===== config.mk =====
export PLATFORM = sky130hd
export DESIGN_NAME = kli_ram
export DESIGN_NICKNAME = d
export VERILOG_FILES = /design/src/design/kli_ram.sv
export SDC_FILE = /design/constraint.sdc
export NUM_CORES = 2
export LEC_CHECK = 0
export ABC_AREA = 0
export BUFFER_PORTS_ARGS = -buffer_cell sky130_fd_sc_hd__buf_2
export CORE_ASPECT_RATIO = 1.1
export CORE_MARGIN = 2
export CORE_UTILIZATION = 35
export CTS_CLUSTER_DIAMETER = 120
export CTS_CLUSTER_SIZE = 14
export DETAILED_ROUTE_END_ITERATION = 16
export GPL_TIMING_DRIVEN = 0
export SYNTH_ARGS = -nofsm -noshare
export SYNTH_HDL_FRONTEND = slang
export SYNTH_SLANG_ARGS = --single-unit
export TNS_END_PERCENT = 50

===== constraint.sdc =====
create_clock -name clock -period 10.7 [get_ports clock]
set_clock_uncertainty 0.2 [all_clocks]
set_input_delay 3.21 -clock clock [delete_from_list [all_inputs] [get_ports clock]]
set_output_delay 3.21 -clock clock [all_outputs]
set_load 0.005 [all_outputs]

===== src/design/kli_ram.sv =====
// ----------------------------------------------------------------------------
// kli_ram
// Generic simple dual-port RAM: one write port, one read port, registered read.
// ----------------------------------------------------------------------------
`default_nettype none

module kli_ram #(
   parameter int WIDTH = 32,
   parameter int DEPTH = 128
) (
   input  wire logic                     clock,
   input  wire logic                     wr_en,
   input  wire logic [$clog2(DEPTH)-1:0] wr_addr,
   input  wire logic [WIDTH-1:0]         wr_data,
   input  wire logic                     rd_en,
   input  wire logic [$clog2(DEPTH)-1:0] rd_addr,
   output logic      [WIDTH-1:0]         rd_data
);

   logic [WIDTH-1:0] mem_ff [DEPTH];

   // write port
   always_ff @(posedge clock) begin
      if (wr_en) begin
         mem_ff[wr_addr] <= wr_data;
      end
   end

   // registered read, data holds while idle
   always_ff @(posedge clock) begin
      if (rd_en) begin
         rd_data <= mem_ff[rd_addr];
      end
   end

endmodule

`default_nettype wire


Word-level counts from Yosys, hierarchy flattened
Memory sizes are Yosys's and may differ from the RTL's. A register that Yosys moved wholly into a read port is not among the register bits.
Index checks and enable logic that the tools add are counted.
Word-level totals
  register bits: 0
  memory bits (writable): 4096
  memories kept: 1
Memory list
  mem_ff: depth 128, width 32, read ports 1, clocked after memory_dff 1, write ports 1, RTL line 20  | logic [WIDTH-1:0] mem_ff [DEPTH];
Cells by class
  muxes and demuxes: 2
Operators with widths (count)
  2-to-1 mux 1 bit: 2

Depth between registers and ports, before layout
  word-level depth: 2
  mapped depth: 8
  depth with buffers taken out: 4

Worst setup path after synthesis
Ideal clock, no wire load.
  path kind: input -> register
  start point: in wr_en
  end point: mem mem_ff[98][0], enable pin
  library setup time: 0.461 ns
  data arrival time: 5.988 ns
  required time: 10.039 ns
  path slack: 4.051 ns
  stages on the path: 3
  cell sequence: clkbuf_1 -> nand4_1 -> nor3_1
Between the ends
  word-level cells in the longest chain between the ends: 2
Ends and longest elaborated chain
  start, declared: RTL line 12  | input wire logic wr_en,
  2-to-1 mux 1 bit: RTL line 24  | if (wr_en) begin
  2-to-1 mux 1 bit (not written as such): RTL line 25  | mem_ff[wr_addr] <= wr_data;
  end, declared: RTL line 20
Every way passes these cells.

==> summary.txt <==
Timing
  • Actual slew at the worst max-slew pin: 1406 ps
  • Max Freq: 0.1376 GHz
  • Slew headroom: 6.278%
  • Period utilization: 67.91%
  • Final Slew Violations: 0
  • Total negative slack: 0 ps
  • Final Hold Viols: 0
  • RSZ-0062 raised after global routing: no
  • Min Tclk post-route: 7266 ps
  • Final setup fails: 0

Placement
  • Port Buffers: 69
  • HPWL Detailed: 281.5 mm
  • GP Congestion: 0.8519

Critical path
  • Slowest stage delay, CP: 970 ps
  • Crit Path Class: input pin to flip-flop
  • Crit path DAT: 7680 ps
  • CP Cell Sequence: clkbuf_1 > buf_2 > clkbuf_1 > clkbuf_1 > mux4_2 > mux4_2 > mux4_2 > mux2_2
  • Crit. End Element: flip-flop
  • Crit path max fanout: 10
  • Slowest CP cell: clkbuf_1
  • Critical Path RT: 11,120 ps
  • CP Launch Type: input pin

Die
  • Core area: 0.4454 mm^2
  • Starting Density: 35.16%
  • Chip width: 641.8 um
  • Chip height: 705.5 um
  • Die Area: 0.4528 mm^2
  • Core Rows: 257
  • Io pins: 81

CTS
  • CTS root buf: clkbuf_16
  • CTS Buffer Depth: 4
  • Max H-tree Level: 5
  • Clock Sinks: 4,128
  • Post-cts sizing count: 0
  • CTS Hold Buffers Added: 0
  • CTS clk-pin slew, worst paths: 70 ps
  • CTS tree: built
  • Latest clock arrival within the worst-skew pair: 920 ps
  • TritonCTS Buffers: 336
  • Post-CTS setup buffer count: 0

Layout
  • Filler cells: 38.09k
  • Synthesis-to-layout area growth: 13.89%
  • Final net count: 6,636
  • Final Core Density: 40.05%
  • Share of cells above drive strength 1: 33.78%

Yosys
  • Compound-Gate Fraction of Synth Area: 0%
  • Post-synthesis adder-cell area fraction: 0%
  • Post-Synth XOR/XNOR Area: 0%
  • Simple-Gate Fraction of Synth Area: 0.4450%
  • Yosys reg bits: 4,128
  • Mapped Nets: 6,039
  • Syn Area/Cell: 26.14 um^2
  • Mux contribution to synthesized area: 19.56%
  • Netlist cell types: 16
  • Yosys Warn Count: 0
  • Register area share after synthesis: 79.16%
  • Synthesized area: 0.1566 mm^2
  • Synthesized instance count: 5,990
  • Main combinational cell family by area after synthesis: multiplexers

Route
  • Initial DRT Pass Iterations: 8
  • Total number of vias: 69.59k
  • Residual DRC count: 0
  • Avg WL per Cell: 32.27 um
  • Via density: 5.519
  • DR iter-0 viols: 9,041
  • Antenna-violating nets left: 1
  • Drt total wl: 406.9 mm

GRT
  • Initial antenna violation count: 78
  • Vias in the first global route: 70.70k
  • GRT Total Usage: 17.66%
  • Largest net degree at the start of global routing: 97
  • Grt ovf: 0
  • First-pass GRT wire length: 563.3 mm

Power and ir drop
  • Clk pwr share: 35.7%
  • Reg power frac: 58.3%
  • Leak: 0.05302 uW
  • Peak supply drop: 0.1316 mV
  • PwrDens: 172.1 mW/mm^2
  • P_int: 24,230 uW
  • Gate power share: 6.0%
  • Sw power: 6466 uW
  • Switching share of total power: 21.07%

Min path
  • Class of the worst hold path: flip-flop to flip-flop

Outcome
  • Status: finished with violations
  • Failing checks: antenna violations

Run
  • Max_cap viols: 0
## cell usage in the layout (no fill, tap or decap), types with 2 or more instances in the layout
| cell type | synthesis | final |
|---|---|---|
| nand3_1 | 12 | 12 |
| buf_8 | 0 | 2 |
| nor3_2 | 0 | 9 |
| buf_1 | 50 | 46 |
| nor2_4 | 0 | 119 |
| buf_6 | 2 | 34 |
| nand4_1 | 3 | 3 |
| mux2_2 | 32 | 32 |
| buf_12 | 0 | 98 |
| clkbuf_16 | 0 | 344 |
| edfxtp_1 | 4128 | 4128 |
| nand2_1 | 14 | 14 |
| buf_4 | 3 | 32 |
| clkbuf_2 | 0 | 24 |
| diode_2 | 0 | 45 |
| nor2b_1 | 7 | 7 |
| clkbuf_1 | 182 | 158 |
| buf_16 | 0 | 61 |
| clkinv_8 | 0 | 5 |
| nand2b_1 | 2 | 2 |
| inv_6 | 0 | 7 |
| buf_2 | 79 | 120 |
| mux4_2 | 1344 | 1344 |
| nor2_1 | 122 | 3 |
## path summary, 6_finish.rpt
path / startpoint / to / slack, ps / depth (start not counted)
setup / recovery: rd_addr[2] / rd_data[10] / 3430 / 8
hold / removal: mem_ff[52][4] / rd_data[4] / 1110 / 4
setup reg to reg: mem_ff[81][10] / rd_data[10] / 7580 / 4
hold reg to reg: mem_ff[52][4] / rd_data[4] / 1110 / 4
## power groups by stage
stage          Clock, uW  Sequential (uW)  Combinational (uW)
2_1_floorplan          0            18200                 862
3_3_place_gp           0            18300                1730
3_5_place_dp           0            18200                1840
4_1_cts            11200            17900                1850
5_1_grt            11700            17900                1910
6_report           11000            17900                1850
## stage by stage
stage / cells / hold slack (ps) / power, uW / instance area, um^2 / worst slack (ps)
after global placement: 12016 / 1072 / 20000 / 164400 / 562.8
after detailed placement: 12206 / 1076 / 20080 / 169500 / 2419
after CTS: 12564 / 1091 / 30920 / 178200 / 3404
after global routing: 12569 / 1103 / 31490 / 178200 / 3387
after floorplan: 5990 / 949.1 / 19100 / 156600 / 4051
final: 12609 / 1108 / 30700 / 178300 / 3434
## routing by layer
layer	part of all wire, %	vias to the layer above	GRT usage, %
met3	9.7	479	4.588
met2	50	3156	29.45
met5	0.037	-	0
met1	38	38546	22.96
li1	-	27386	-
met4	2.5	24	4.664
## area by class of cell
cell class | count | area [um^2] | share of cell area (%)
Antenna cell | 45 | 112.6 | 0.06314
Buffer | 316 | 1346 | 0.7549
Clock buffer | 344 | 8608 | 4.827
Clock inverter | 14 | 166.4 | 0.09331
Multi-Input combinational cell | 1546 | 32260 | 18.09
Sequential cell | 4128 | 124000 | 69.51
Tap cell | 5957 | 7453 | 4.179
Timing Repair Buffer | 259 | 4434 | 2.486
## flip-flops by register name, summed over array words and instances (netlist names)
name     cells
mem_ff    4096
rd_data     32
## cell usage after synthesis, drive strengths merged
master	number	area [um^2]
buf	134	628.1
clkbuf	182	683.2
edfxtp	4128	124000
mux2	32	360.4
mux4	1344	30270
nand2	14	52.55
nand2b	2	12.51
nand3	12	60.06
nand4	3	18.77
nor2	122	457.9
nor2b	7	43.79
nor3	9	45.04
or3	1	6.260
## logic make-up after synthesis
family,Yosys count
flops,4128
buf+inv,316
mux,1376
simple gates,170
## worst max-delay path: cells and delay by family
kind / cells / cell delay (ps)
muxes: 4 / 2080
buffers and inverters: 4 / 2350
Power figures use the tool's default switching activity.
