`src/design/kli_pkg.sv`:
```
// ----------------------------------------------------------------------------
// kli_pkg
// Shared sizes, operation codes and status codes of the keyframe interpolator.
// ----------------------------------------------------------------------------
`default_nettype none

package kli_pkg;

   // table geometry (powers of two)
   localparam int PROPERTIES = 8;
   localparam int KEYFRAMES  = 16;
   localparam int CHANNELS   = 8;

   localparam int PROP_W  = $clog2(PROPERTIES);
   localparam int KF_W    = $clog2(KEYFRAMES);
   localparam int CH_W    = $clog2(CHANNELS);
   localparam int CC_W    = CH_W + 1;
   localparam int TIME_DEPTH  = PROPERTIES * KEYFRAMES;
   localparam int VALUE_DEPTH = PROPERTIES * KEYFRAMES * CHANNELS;

   // Q16.16 data and interpolation fraction widths
   localparam int DATA_W = 32;
   localparam int FRAC_W = 31;
   localparam int DIFF_W = DATA_W + 1;

   typedef enum logic [1:0] {
      OP_CLEAR = 2'd0,
      OP_WRITE = 2'd1,
      OP_QUERY = 2'd2,
      OP_NONE  = 2'd3
   } op_type;

   typedef enum logic [1:0] {
      STATUS_OK        = 2'd0,
      STATUS_EXACT     = 2'd1,
      STATUS_NOBRACKET = 2'd2,
      STATUS_FULL      = 2'd3
   } status_type;

endpackage

`default_nettype wire

```
`src/design/kli_lerp.sv`:
```
// ----------------------------------------------------------------------------
// kli_lerp
// Four-stage pipeline: x + round(|y - x| * f / 2^31) with the step's sign,
// saturated to 32 bits. The 33x31 product is split into two partial products.
// ----------------------------------------------------------------------------
`default_nettype none

module kli_lerp (
   input  wire logic                               clock,
   input  wire logic                               reset,
   input  wire logic                               start,
   input  wire logic signed [kli_pkg::DATA_W-1:0]  x,
   input  wire logic signed [kli_pkg::DATA_W-1:0]  y,
   input  wire logic        [kli_pkg::FRAC_W-1:0]  frac,
   output logic                                    done,
   output logic signed      [kli_pkg::DATA_W-1:0]  result
);
   import kli_pkg::*;

   localparam int LO_W   = 16;
   localparam int HI_W   = DIFF_W - LO_W;
   localparam int PROD_W = 64;
   localparam int STEP_W = PROD_W - FRAC_W;
   localparam int SUM_W  = DATA_W + 2;

   logic                     v1_ff, v2_ff, v3_ff, v4_ff;
   logic                     neg1_ff, neg2_ff, neg3_ff;
   logic [DIFF_W-1:0]        mag1_ff;
   logic [FRAC_W-1:0]        f1_ff;
   logic signed [DATA_W-1:0] x1_ff, x2_ff, x3_ff;
   logic [LO_W+FRAC_W-1:0]   plo_ff;
   logic [HI_W+FRAC_W-1:0]   phi_ff;
   logic [STEP_W-1:0]        step_ff;
   logic signed [DATA_W-1:0] res_ff;

   logic signed [DIFF_W-1:0] d;
   logic [PROD_W-1:0]        sum;
   logic signed [SUM_W-1:0]  r;

   // stage 1: difference and magnitude
   assign d = DIFF_W'(y) - DIFF_W'(x);

   // stage 3: recombine and round
   assign sum = {phi_ff, {LO_W{1'b0}}} + PROD_W'(plo_ff) + (PROD_W'(1) << (FRAC_W - 1));

   // stage 4: apply step and saturate
   assign r = neg3_ff ? SUM_W'(x3_ff) - $signed({1'b0, step_ff})
                      : SUM_W'(x3_ff) + $signed({1'b0, step_ff});

   always_ff @(posedge clock) begin
      if (reset) begin
         v1_ff <= 1'b0;
         v2_ff <= 1'b0;
         v3_ff <= 1'b0;
         v4_ff <= 1'b0;
      end else begin
         v1_ff <= start;
         v2_ff <= v1_ff;
         v3_ff <= v2_ff;
         v4_ff <= v3_ff;
      end
   end

   always_ff @(posedge clock) begin
      neg1_ff <= d[DIFF_W-1];
      mag1_ff <= d[DIFF_W-1] ? DIFF_W'(-d) : DIFF_W'(d);
      f1_ff   <= frac;
      x1_ff   <= x;
      // stage 2: partial products
      plo_ff  <= mag1_ff[LO_W-1:0] * f1_ff;
      phi_ff  <= mag1_ff[DIFF_W-1:LO_W] * f1_ff;
      neg2_ff <= neg1_ff;
      x2_ff   <= x1_ff;
      step_ff <= sum[PROD_W-1:FRAC_W];
      neg3_ff <= neg2_ff;
      x3_ff   <= x2_ff;
      if (r > SUM_W'(32'sh7fffffff)) begin
         res_ff <= 32'sh7fffffff;
      end else if (r < -SUM_W'(33'sh080000000)) begin
         res_ff <= 32'sh80000000;
      end else begin
         res_ff <= r[DATA_W-1:0];
      end
   end

   assign done   = v4_ff;
   assign result = res_ff;

endmodule

`default_nettype wire

```
`config.mk`:
```
export PLATFORM = sky130hd
export DESIGN_NAME = kli_lerp
export DESIGN_NICKNAME = d
export VERILOG_FILES = /design/src/design/kli_pkg.sv /design/src/design/kli_lerp.sv
export SDC_FILE = /design/constraint.sdc
export NUM_CORES = 2
export LEC_CHECK = 0
export ABC_CLOCK_PERIOD_IN_PS = 17550
export BUFFER_PORTS_ARGS = -buffer_cell sky130_fd_sc_hd__buf_2
export CORE_MARGIN = 4
export CORE_UTILIZATION = 55
export CTS_CLUSTER_SIZE = 10
export DETAILED_ROUTE_END_ITERATION = 8
export PLACE_DENSITY_LB_ADDON = 0.12
export SKIP_CTS_REPAIR_TIMING = 1
export SYNTH_ARGS = -nofsm -noshare
export SYNTH_HDL_FRONTEND = slang
export SYNTH_SLANG_ARGS = --single-unit
```
`constraint.sdc`:
```
create_clock -name clock -period 17.55 [get_ports clock]
set_input_delay 1.755 -clock clock [delete_from_list [all_inputs] [get_ports clock]]
set_output_delay 1.755 -clock clock [all_outputs]
set_load 0.005 [all_outputs]
```
# Yosys cells after proc, flatten, opt, wreduce, memory -nomap -nowiden
# Index checks and enable logic that the tools add are counted.
# Widths: inputs -> output; s select.
# totals
input_bits,98
output_inout_bits,33
regBits,327
# op_classes
n_mux,3
order_cmp,2
n_mul,2
n_addsub,6
# ops
op,n
$add 64x31->64 const B,1
$add 64x47->64,1
$mux 32,2
$mul 17x31->48,1
$mul 16x31->47,1
$add 32x34->34,1
$gt 34x32->1 const B,1
$lt 34x32->1 const B,1
$mux 34,1
$sub 32x34->34,1
$neg 33->33,1
$sub 32x32->33,1

# Logic depth before layout (Yosys ltp)
# logic_depth
depth_word,4
depth_mapped,25

# Least setup slack after synthesis
# OpenSTA, ideal clock, no wires.
# synth_path
path_type,register -> register
from,reg f1_ff[11]
to,reg phi_ff[40]
stages_incl_launch_ff,23
setup_ps,122
arrival_ps,6082
path_slack_ps,11347
path_buffers,1
t_required_ps,17428
path_cell_list,dfxtp_1 clkbuf_1 nand2_1 fa_1 fa_1 fa_1 inv_1 fa_1 fa_1 inv_1 fa_1 inv_1 ha_1 a21o_1 o21bai_1 a31o_2 or3_1 o21ai_0 a2111oi_0 nor2_1 o21bai_1 a211o_1 o311a_1
# synth_between
elab_chain_len,1
# synth_rtl
item,line,text
"start, declared",kli_lerp.sv:29,logic [FRAC_W-1:0] f1_ff;
"start signal, assigned",kli_lerp.sv:67,f1_ff <= frac;
$mul 17x31->48,kli_lerp.sv:71,phi_ff <= mag1_ff[DIFF_W-1:LO_W] * f1_ff;
"end signal, assigned",kli_lerp.sv:71,
"end, declared",kli_lerp.sv:32,logic [HI_W+FRAC_W-1:0] phi_ff;
# No other way between the ends.
# A chain may end at the register's enable or synchronous reset.

# Final worst setup path
# layout_path
from,reg f1_ff[11]
to,reg phi_ff[47]
# The elaborated chain is that of the path after synthesis.

==> summary.md <==
| Metric | Value |
|---|---|
| Worst Setup End Kind | `flip-flop` |
| Vias per std cell | `5.48` |
| CTS H-Tree Depth | `2` |
| GPL Wtd Cong | `0.918` |
| # diodes | `0` |
| Ys Warns | `0` |
| Primary FF master, synth | `dfxtp_1` |
| Critical Path Start Type | `flip-flop` |
| Slew headroom | `0.316` |
| Port bufs | `130` |
| Largest net degree at the start of global routing | `34` |
| Final setup fails | `0` |
| Aggregate global-route resource usage | `0.277` |
| DR pass1 iterations | `6` |
| DRC Markers | `0` |
| Least-Margin Pin Slew | `1020 ps` |
| Initial antenna violation count | `3` |
| Die width | `294 um` |
| Clock transition at path regs | `60 ps` |
| Core Area | `80,800 um2` |
| Worst hold path type | `flip-flop to flip-flop` |
| RSZ-0062 raised after global routing | `no` |
| DIE AREA | `86,400 um2` |
| Final hold viol count | `0` |
| Status | `complete, no violations` |
| CTS tree | `done` |
| Crit Reg-Reg Endpoint | `phi_ff[47]` |
| Worst Skew | `45.0 ps` |
| Initial drt markers | `2,176` |
| Cells after synthesis | `5,007` |
| Drt wl/cell | `19.0 um` |
| Total gr overflow | `0` |
| Ys async rst share | `0` |
| Top cells by count, synth | `1,012 x inv_1, 839 x fa_1, 724 x nand2_1` |
| Fin crit share | `0.440` |
| # Max-Cap Violations | `0` |
| CP Data Arrival Time | `8160 ps` |
| Mapped cell area | `45,000 um2` |
| Worst R2R Setup Slack | `9820 ps` |
| TNS Setup | `0 ps` |
| CP max FO | `17` |
| # rows | `104` |
| Max clock buf depth | `3` |
| Num CTS Buffers | `42` |
| Number of global-route vias before repair | `35,385` |
| Post-layout nets | `6,327` |
| I/O pins | `131` |
| Syn Nets | `6,309` |
| Initial Utilization | `0.557` |
| Global-route wire length before repair | `190,000 um` |
| CTS sink count | `311` |
| #FFs+latches synth | `311` |
| Final min period | `7730 ps` |
| Most common cell in the netlist | `inv_1` |
| Count of different cell masters after synthesis | `83` |
| Design area | `47,900 um2` |
| Syn avg cell area | `8.98 um2` |
| Hold Path Sink | `x3_ff[18]` |
| Post-synth top area share | `0.373` |
| Post-synth EDFFs | `0` |
| R2R depth | `23` |
| Die height | `294 um` |
| Reg2reg start | `f1_ff[11]` |
| DR vias | `33,463` |
| Worst skew pair latency | `610 ps` |
| Top area cells in the synthesized netlist | `fa_1 37%, dfxtp_1 14%, ha_1 10%` |
| Peak Freq | `129 MHz` |
| Antenna-violating nets left | `0` |
| Post-DP HPWL | `87,700 um` |
| Placed Instance Area | `46,600 um2` |
| Most area-hungry cell type in the Yosys netlist | `fa_1` |
| CP Class | `flip-flop to flip-flop` |
| Layout cells sized above 1 | `0.0579` |
| Hold Startpoint | `x2_ff[18]` |
| Min-Delay Path Depth | `0` |
| Aggregate routed wire length | `116,000 um` |
| Seq/Total Area, Yosys | `0.138` |
| Clk root buf | `clkbuf_16` |
| Max Transition Viols Final | `0` |
| P&R area growth vs syn | `6.43%` |
| Req. time, crit path | `17,980 ps` |
==> critical path: stages (launching register included) <==
cell and delay (ps):
dfxtp_1 790, buf_4 430, and2_1 210, fa_1 420, inv_1 80, fa_1 440
fa_1 520, inv_1 50, fa_1 490, fa_1 490, inv_1 50, fa_1 470
inv_1 40, ha_1 340, o21ai_0 250, o211ai_1 130, a21oi_1 210, o21ai_0 120
nor3_1 760, a211oi_1 270, o41ai_1 520, a21oi_1 190, nor4_1 200, a311oi_1 80
==> logic make-up (layout without fill, tap and decap cells) <==
logic type	Yosys count	in the layout	synth area share
buffers and inverters	1235	1272	0.104
adders and majority gates	1204	1204	0.475
muxes	4	4	0.000918
xor gates and xnor gates	205	205	0.0399
and+or+nand+nor	1496	1496	0.161
DFF	311	311	0.138
AOI/OAI and AO/OA	552	552	0.0808
==> stage by stage <==
stage	setup WS [ps]	std cells	util	hold WS, ps
3_5_place_dp	9930	6041	0.577	312
3_3_place_gp	10010	6041	0.577	310
6_report	9820	6104	0.592	308
5_1_grt	9350	6104	0.592	310
4_1_cts	9840	6104	0.592	301
2_1_floorplan	11350	5007	-	310
==> area by class of cell <==
cell class | instances | area [um2]
multi-input combinational | 3461 | 34100
fill | 7227 | 32900
sequential | 311 | 6230
inverter | 1012 | 3800
tap | 1060 | 1330
timing repair buffer | 197 | 1150
clock buffer | 49 | 1100
clock inverter | 14 | 181
==> cells in the final DEF (no fill, tap or decap), types with 5 or more instances in the layout <==
cell	Yosys	routed
o22ai_1	7	7
a21o_1	102	102
xor2_1	54	54
nand2_1	724	724
a211oi_1	18	18
o31ai_1	11	11
nor3_1	40	40
a211o_1	7	7
o21bai_1	19	19
a311oi_1	5	5
o31a_1	6	6
and3_1	19	19
ha_1	365	365
a21boi_0	5	5
nand3_1	41	41
nor2b_1	27	27
inv_1	1012	1012
a21oi_1	165	165
o21ai_0	90	90
nor2_1	126	126
nand4_1	31	31
xnor2_1	151	151
nor4_1	12	12
clkbuf_1	212	5
or2_2	6	6
o211ai_1	13	13
and2_1	414	414
a31oi_1	20	19
buf_4	0	67
fa_1	839	839
dfxtp_1	311	307
o21a_1	29	29
or3_1	14	14
clkbuf_16	0	42
nand2b_1	19	19
buf_2	7	130
==> routing by layer <==
metal | track usage | routed length, um | vias to the layer above
li1 | - | - | 15269
met1 | 0.380 | 49600 | 16932
met2 | 0.456 | 54400 | 1063
met3 | 0.0567 | 8930 | 197
met4 | 0.0690 | 2800 | 2
met5 | 0 | 13 | -
==> worst max path at each step <==
stage,cells after the start,startpoint,end,slack [ps]
after detailed placement,23,f1_ff[11],phi_ff[47],9930
final,23,f1_ff[11],phi_ff[47],9820
after CTS,23,f1_ff[11],phi_ff[47],9840
after floorplan,22,f1_ff[11],phi_ff[40],11350
after global placement,23,f1_ff[11],phi_ff[47],10010
after global routing,23,f1_ff[11],phi_ff[47],9350
==> registers in the layout, indices dropped and copies added (netlist names) <==
| register | count |
|---|---|
| phi_ff | 48 |
| mag1_ff | 33 |
| step_ff | 33 |
| result | 32 |
| x1_ff | 32 |
| x2_ff | 32 |
| x3_ff | 32 |
| f1_ff | 31 |
| plo_ff | 31 |
| done | 1 |
| neg1_ff | 1 |
| neg2_ff | 1 |
| neg3_ff | 1 |
| v1_ff | 1 |
| v2_ff | 1 |
| v3_ff | 1 |
Power is not shown: default switching activity piles up to over one toggle a cycle in this logic, so the estimate is an artifact.
