$ cat src/design/kli_pkg.sv
// ----------------------------------------------------------------------------
// kli_pkg
// Shared sizes, operation codes and status codes of the keyframe interpolator.
// ----------------------------------------------------------------------------
`default_nettype none

package kli_pkg;

   // table geometry (powers of two)
   localparam int PROPERTIES = 8;
   localparam int KEYFRAMES  = 16;
   localparam int CHANNELS   = 8;

   localparam int PROP_W  = $clog2(PROPERTIES);
   localparam int KF_W    = $clog2(KEYFRAMES);
   localparam int CH_W    = $clog2(CHANNELS);
   localparam int CC_W    = CH_W + 1;
   localparam int TIME_DEPTH  = PROPERTIES * KEYFRAMES;
   localparam int VALUE_DEPTH = PROPERTIES * KEYFRAMES * CHANNELS;

   // Q16.16 data and interpolation fraction widths
   localparam int DATA_W = 32;
   localparam int FRAC_W = 31;
   localparam int DIFF_W = DATA_W + 1;

   typedef enum logic [1:0] {
      OP_CLEAR = 2'd0,
      OP_WRITE = 2'd1,
      OP_QUERY = 2'd2,
      OP_NONE  = 2'd3
   } op_type;

   typedef enum logic [1:0] {
      STATUS_OK        = 2'd0,
      STATUS_EXACT     = 2'd1,
      STATUS_NOBRACKET = 2'd2,
      STATUS_FULL      = 2'd3
   } status_type;

endpackage

`default_nettype wire

$ cat src/design/kli_divider.sv
// ----------------------------------------------------------------------------
// kli_divider
// Restoring divider for the interpolation fraction floor(dt * 2^31 / span),
// one quotient bit per cycle.
// ----------------------------------------------------------------------------
`default_nettype none

module kli_divider (
   input  wire logic                          clock,
   input  wire logic                          reset,
   input  wire logic                          start,
   input  wire logic [kli_pkg::DIFF_W-1:0]    dividend,
   input  wire logic [kli_pkg::DIFF_W-1:0]    divisor,
   output logic                               done,
   output logic      [kli_pkg::FRAC_W-1:0]    quotient
);
   import kli_pkg::*;

   localparam int CNT_W = $clog2(FRAC_W + 1);

   logic [DIFF_W:0]   rem_ff, rem_in, rem_sh;
   logic [DIFF_W-1:0] div_ff;
   logic [FRAC_W-1:0] q_ff, q_in;
   logic [CNT_W-1:0]  cnt_ff, cnt_in;
   logic              busy_ff, busy_in, done_ff, done_in;
   logic              ge;

   // one shift-subtract step
   always_comb begin
      rem_sh = {rem_ff[DIFF_W-1:0], 1'b0};
      ge     = rem_sh >= {1'b0, div_ff};
      rem_in = rem_ff;
      q_in   = q_ff;
      cnt_in = cnt_ff;
      busy_in = busy_ff;
      done_in = 1'b0;
      if (start) begin
         rem_in  = {1'b0, dividend};
         cnt_in  = '0;
         busy_in = 1'b1;
      end else if (busy_ff) begin
         rem_in = ge ? rem_sh - {1'b0, div_ff} : rem_sh;
         q_in   = {q_ff[FRAC_W-2:0], ge};
         cnt_in = cnt_ff + CNT_W'(1);
         if (cnt_ff == CNT_W'(FRAC_W - 1)) begin
            busy_in = 1'b0;
            done_in = 1'b1;
         end
      end
   end

   always_ff @(posedge clock) begin
      if (reset) begin
         busy_ff <= 1'b0;
         done_ff <= 1'b0;
         cnt_ff  <= '0;
      end else begin
         busy_ff <= busy_in;
         done_ff <= done_in;
         cnt_ff  <= cnt_in;
      end
   end

   always_ff @(posedge clock) begin
      rem_ff <= rem_in;
      q_ff   <= q_in;
      if (start) begin
         div_ff <= divisor;
      end
   end

   assign done     = done_ff;
   assign quotient = q_ff;

endmodule

`default_nettype wire

$ cat config.mk
export PLATFORM = sky130hd
export DESIGN_NAME = kli_divider
export DESIGN_NICKNAME = d
export VERILOG_FILES = /design/src/design/kli_pkg.sv /design/src/design/kli_divider.sv
export SDC_FILE = /design/constraint.sdc
export NUM_CORES = 1
export LEC_CHECK = 0
export ABC_AREA = 1
export BUFFER_PORTS_ARGS = -buffer_cell sky130_fd_sc_hd__buf_2
export CORE_MARGIN = 2
export CORE_UTILIZATION = 35
export DETAILED_ROUTE_END_ITERATION = 6
export RECOVER_POWER = 100
export SLEW_MARGIN = 25
export SYNTH_ARGS = -nofsm -noshare
export SYNTH_HDL_FRONTEND = slang
export SYNTH_SLANG_ARGS = --single-unit
$ cat constraint.sdc
create_clock -name clock -period 3.4 [get_ports clock]
set_input_delay 0 -clock clock [delete_from_list [all_inputs] [get_ports clock]]
set_output_delay 0 -clock clock [all_outputs]
set_load 0.02 [all_outputs]
==> After elaboration in Yosys (flattened, before gate mapping) <==
Index checks and enable logic that the tools add are counted.
{ "totals": {"regBits": 104, "input_bits": 69, "wordCells": 23} }
{ "op_classes": {"add_sub_neg": 2, "order_cmp": 1, "n_eq_ne": 1, "mux": 7, "bitwise": 2, "reduce_logical": 4} }
{ "op_table": {"columns": ["operator", "count"], "rows": [
  ["$mux W33", 3],
  ["$ge A34 B33 Y1", 1],
  ["$sub A33 B33 Y33", 1],
  ["$add A5 B1 Y5 const B", 1],
  ["$eq A5 B5 Y1 const B", 1],
  ["$mux W1", 4],
  ["$reduce_or A3 Y1", 1],
  ["$not A1 Y1", 2],
  ["$reduce_and A2 Y1", 1],
  ["$reduce_bool A2 Y1", 1],
  ["$reduce_or A2 Y1", 1]
]} }

==> Depth between registers and ports, before layout <==
{ "logic_depth": {"depth_word": 4, "mapped_depth": 16, "mapped_depth_nobuf": 16} }

==> Worst setup path after synthesis <==
Ideal clock, no wire load.
{ "synth_timing": {"path_type": "register to register", "startpoint": "register busy_ff", "endpoint": "register q_ff[0], in the netlist quotient[0], enable pin", "setup_time_ps": 419, "arrival_ps": 1804, "required_time_ps": 2981, "slack_ps": 1177, "path_stages_with_launch": 3, "n_path_buf": 0, "period_less_slack_ps": 2223, "path_cell_list": "dfxtp_1 > inv_1 > nor2_1"} }
{ "synth_via": {"elab_chain_cells": 1} }
{ "synth_lines": {"columns": ["item", "line", "text"], "rows": [
  ["start, declared", "kli_divider.sv:25", "logic busy_ff, busy_in, done_ff, done_in;"],
  ["start signal, assigned", "kli_divider.sv:58", "busy_ff <= busy_in;"],
  ["$reduce_and A2 Y1 (no line)", null, null],
  ["end signal, assigned", "kli_divider.sv:66", "q_ff <= q_in;"],
  ["end, declared", "kli_divider.sv:23", "logic [FRAC_W-1:0] q_ff, q_in;"]
]} }
Every way passes these cells.
A chain may end at the register's enable or synchronous reset.

==> Final worst setup path <==
{ "layout_timing": {"startpoint": "register rem_ff[23]", "endpoint": "register rem_ff[13] (data pin)"} }
{ "layout_via": {"elab_chain_cells": 4} }
{ "layout_lines": {"columns": ["item", "line", "text"], "rows": [
  ["start, declared", "kli_divider.sv:21", "logic [DIFF_W:0] rem_ff, rem_in, rem_sh;"],
  ["start signal, assigned", "kli_divider.sv:65", "rem_ff <= rem_in;"],
  ["$ge A34 B33 Y1", "kli_divider.sv:31", "ge = rem_sh >= {1'b0, div_ff};"],
  ["$mux W33", "kli_divider.sv:42", "rem_in = ge ? rem_sh - {1'b0, div_ff} : rem_sh;"],
  ["$mux W33", "kli_divider.sv:41", "end else if (busy_ff) begin"],
  ["$mux W33", "kli_divider.sv:37", "if (start) begin"],
  ["via rem_in[13]", "kli_divider.sv:21", null]
]} }
The timed path passes the listed nets, and every way through them passes these cells. The select of a mux whose other input is x is not followed.

==> results.md <==
- The area inside the core boundary is 19400 um^2.
- In this run the biggest area consumer among cell types represents a little over two fifths of the synthesized area.
- Among all flip-flop cells after synthesis, the most frequent one is sky130_fd_sc_hd__edfxtp_1.
- The sequential cell area fraction in the yosys report is between 40% and 50%.
- Relative to the synthesized area, the layout overhead comes to 24.22%.
- Synthesis produced 910 cells.
- The clock network burns between 20% and 30% of the power.
- The critical path class is flop to flop.
- Across the VDD grid, the largest voltage drop is between 0.0002 and 0.0003 V.
- The final cell area excluding filler cells is ~8600 um^2.
- The area of the die is ~21000 um^2.
- In this run, post-CTS hold repair placed 67 buffers.
- The via count is slightly above 6000.
- The total global-route track usage is 18.09%.
- After clock tree synthesis, the clock-pin slew on the worst setup and hold paths is about 0.080 ns.
- In this design, the stage delay of the slowest critical-path cell is approximately 0.44 ns.
- The hold violation total from the final report is 0.
- The critical path endpoint category is a flop.
- The filler-free cell count of the finished design is about 1300.
- Dividing total power by cell area gives a power density of 532.7 nW/um^2.
- For the final database, setup skew stands at approximately 0.009 ns.
- Timing would allow up to ~360 MHz.
- Setup slack closes at just over 0.6 ns.
- The worst hold path begins at divisor[18].
- In this run the worst path has a maximum fanout of 34.
- Dividing the detail-routed wire length by the instance count gives between 10 and 15 um.
- The placement-stage cell area is 7685 um^2.
- The maximum buffer depth of the clock tree is 2.
- The summed instance area of the synthesized netlist is a little under 7000 um^2.
- The cell with the largest stage delay on the worst path is sky130_fd_sc_hd__edfxtp_1.
- The sum of buffers and inverters on the critical path is 1.
- The number of nets handed over by synthesis was 1015.
- In this run, synthesis produced a sequential element count of about 100.
- The number of enable-type register cells in the synthesized netlist is 97.
- The number of buffers added for setup after CTS is 0.
- Entering global routing, the biggest net connects 41 pins.
- In this run the worst hold path is classified as input pin to flop.
- The checks that failed: max-capacitance violations, max-slew violations.
- Dividing the detail-routed via count by the number of cells gives between 4 and 5.
- The beginning of the worst register-to-register path is rem_ff[23].
- Setup repair after global routing left no endpoint under its margin.
- The die is between 100 and 150 um tall.
- At the pin with the least slew margin, the transition time is about 1.8 ns.
- The worst max-slew margin expressed relative to the limit is -22.76%.
- The top-level port count is approximately 100.
- The routability congestion estimate from global placement is about 0.91.
- Counting stages on the worst path, the most repeated cell is sky130_fd_sc_hd__nand2_1.
- The number of rows in the core area is slightly above 50.
- The total of buffers placed on input and output ports is 100.
- In this run the worst setup path begins at rem_ff[23].
- The net count of the finished layout is ~1200.
- For this design, the sink count on the clock tree is ~100.
- STA classifies the critical path startpoint as a flop.
- Sequential cells account for between 30% and 40% of the total power.
- The required arrival time at the worst endpoint is approximately 3.5 ns.
- After detailed routing, the number of remaining DRC violations is 0.
- After detailed routing, the total wire length is 17790 um.
- The fraction of final layout cells with drive strength greater than 1 is 9.133%.
- The period utilization is between 80% and 90%.
- In this run the power spent charging and discharging nets is ~1.8 mW.
- The pre-CTS setup slack is 0.6836 ns.
- The tool flagged a number of max-cap violations equal to 1.
- The violation count after the first detailed-route iteration is about 310.
- The clock period could shrink to around 2.8 ns.
- The global-route congestion overflow total is 0.
- The first-pass GRT wire length is 29040 um.
- The utilization of the core after routing is between 40% and 50%.
- The die is 144.4 um wide.
- In this run, distinct cell masters in the synthesized netlist total 32.
- Once detail routing completed, the nets flagged for antenna violations numbered 0.
- The run finished, with violations left.
- For the worst setup path, the data arrival time is between 2 and 3 ns.
- The tree is rooted in a sky130_fd_sc_hd__clkbuf_16.
- Internal power comes to 2.789 mW.
- The final setup TNS is 0 ns.
- Combinational logic is responsible for approximately two fifths of the overall power.
- Once detailed placement completed, the half-perimeter wirelength came to about 13000 um.
- The number of pins exceeding their max-slew limit in the final report is slightly above 40.
- The number of placed instances, taps included, is roughly 1300.
- The number of H-tree levels is 3.
- The number of buffers added by the clock tree synthesis step is 9.
- By area the synthesized netlist is led by sky130_fd_sc_hd__edfxtp_1 (42%), sky130_fd_sc_hd__nand2_1 (20%), sky130_fd_sc_hd__inv_1 (9.1%).
- The count of synthesis-stage warnings from yosys is 0.
- TritonCTS built the clock tree.
- The per-instance average area after synthesis is around 7.6 um^2.
- The count of antenna diodes in the layout is 0.
- Once the floorplan was initialized, standard cells occupied 35.58% of the core.
- Traced cell by cell, the critical path runs through ha_1 -> nand2_1 -> nor2_1 -> inv_1 -> nor4_4 -> nand2_4 -> nand2_8 -> nand2_1 -> nand3_1 -> nand2_1.
- sky130_fd_sc_hd__edfxtp_1 takes more of the synthesized area than any other cell.
- The number of cells upsized or downsized after cts is 0.
- The setup-violating endpoint count in the final report is 0.
- Clock latency on the worst-skew pair, taken at its later pin, is 0.37 ns.
- In the synthesized netlist the async set-or-reset flop fraction comes to 0%.
- The initial antenna violation count is 0.
- Net switching is around two fifths of the power.
- Broken down by cell family, the worst path's largest delay share belongs to simple AND/OR/NAND/NOR gates.
- The number of global-route vias before repair is between 5000 and 6000.
- The number of detailed-routing iterations run before antenna repair is 4.
- For this design the static power due to leakage is 4.252 nW.
==> final timing paths <==
kind,endpoint,cells past startpoint,slack (ns)
max,rem_ff[13],10,0.62
min,div_ff[18],2,0.34
max reg2reg,rem_ff[13],10,0.62
min reg2reg,quotient[29],0,0.45
==> per-layer routing <==
metal / global-route usage [%] / vias to the layer above / routed length, um
li1: - / 3186 / -
met1: 24.41 / 2765 / 8808
met2: 30.01 / 126 / 7938
met3: 2.947 / 17 / 766
met4: 5.263 / 0 / 279
met5: 0 / - / 0
==> placed cells by master (no fill, tap or decap), types with 2 or more instances in the layout <==
cell,synthesis,final
sky130_fd_sc_hd__o21ai_0,3,3
sky130_fd_sc_hd__dlygate4sd3_1,0,67
sky130_fd_sc_hd__clkinv_4,0,2
sky130_fd_sc_hd__nand3_1,58,58
sky130_fd_sc_hd__ha_1,35,35
sky130_fd_sc_hd__nor2_2,3,4
sky130_fd_sc_hd__edfxtp_1,97,97
sky130_fd_sc_hd__clkbuf_1,4,36
sky130_fd_sc_hd__a21oi_1,25,25
sky130_fd_sc_hd__nand2_1,364,365
sky130_fd_sc_hd__xnor2_1,13,13
sky130_fd_sc_hd__nor2_1,47,46
sky130_fd_sc_hd__buf_2,3,67
sky130_fd_sc_hd__and2_1,8,8
sky130_fd_sc_hd__inv_6,0,3
sky130_fd_sc_hd__dfxtp_1,7,7
sky130_fd_sc_hd__nand4_1,4,4
sky130_fd_sc_hd__clkbuf_16,0,9
sky130_fd_sc_hd__buf_4,4,3
sky130_fd_sc_hd__xor2_1,2,2
sky130_fd_sc_hd__nor3_1,7,7
sky130_fd_sc_hd__nand3b_1,39,39
sky130_fd_sc_hd__inv_1,168,169
==> logic make-up after synthesis <==
logic type	share of synthesized area, %
flip-flops	44.23
buffers and inverters	10.99
AO/OA/AOI/OAI	2.139
AND/OR/NAND/NOR	34.10
XOR/XNOR	1.904
adder cells (fa/ha/maj)	6.635
==> power by group through the flow <==
stage | sequential [mW] | clock (mW) | combinational (mW)
after global placement | 1.67 | 0 | 1.83
after global routing | 1.67 | 1.11 | 2.17
after floorplan | 1.66 | 0 | 1.39
final | 1.65 | 1.03 | 1.89
after detailed placement | 1.67 | 0 | 1.83
after CTS | 1.64 | 1.06 | 1.90
==> registers in the layout, summed over array words and instances, names as in the netlist <==
register and count:
cnt_ff 5, quotient 31, busy_ff 1, div_ff 33, rem_ff 33, done 1
==> Yosys cell counts, drive strengths merged, types with 2 or more instances <==
cell and count:
nand3 59, xnor2 13, xor2 2, nand2 368, o21ai 3, buf 12, and2 8, nor3 7
a21oi 25, nand4 4, dfxtp 7, nor2 51, nand3b 39, edfxtp 97, nor4 2, ha 35
clkbuf 4, inv 170
==> through the flow <==
stage | hold WS [ns] | total power [mW]
2_1_floorplan | 0.06907 | 3.052
3_3_place_gp | 0.1766 | 3.496
3_5_place_dp | 0.1781 | 3.501
4_1_cts | 0.2106 | 4.606
5_1_grt | 0.3313 | 4.948
6_report | 0.3363 | 4.567
==> cell type report <==
cell class | count | area (um^2)
inverter | 171 | 641.9
clock inverter | 7 | 62.56
fill | 2052 | 10830
clock buffer | 9 | 225.2
multi-input combinational | 619 | 3090
timing repair buffer | 174 | 1169
tap | 265 | 331.6
sequential | 104 | 3053
==> worst register-to-register path: cells and delay by family (launching register included) <==
| family | cells | cell delay [ns] |
|---|---|---|
| AND/OR/NAND/NOR | 8 | 1.54 |
| buffers and inverters | 1 | 0.11 |
| flip-flops | 1 | 0.44 |
| adder cells (fa/ha/maj) | 1 | 0.44 |
Note: power is estimated with default switching activity, not from simulation.
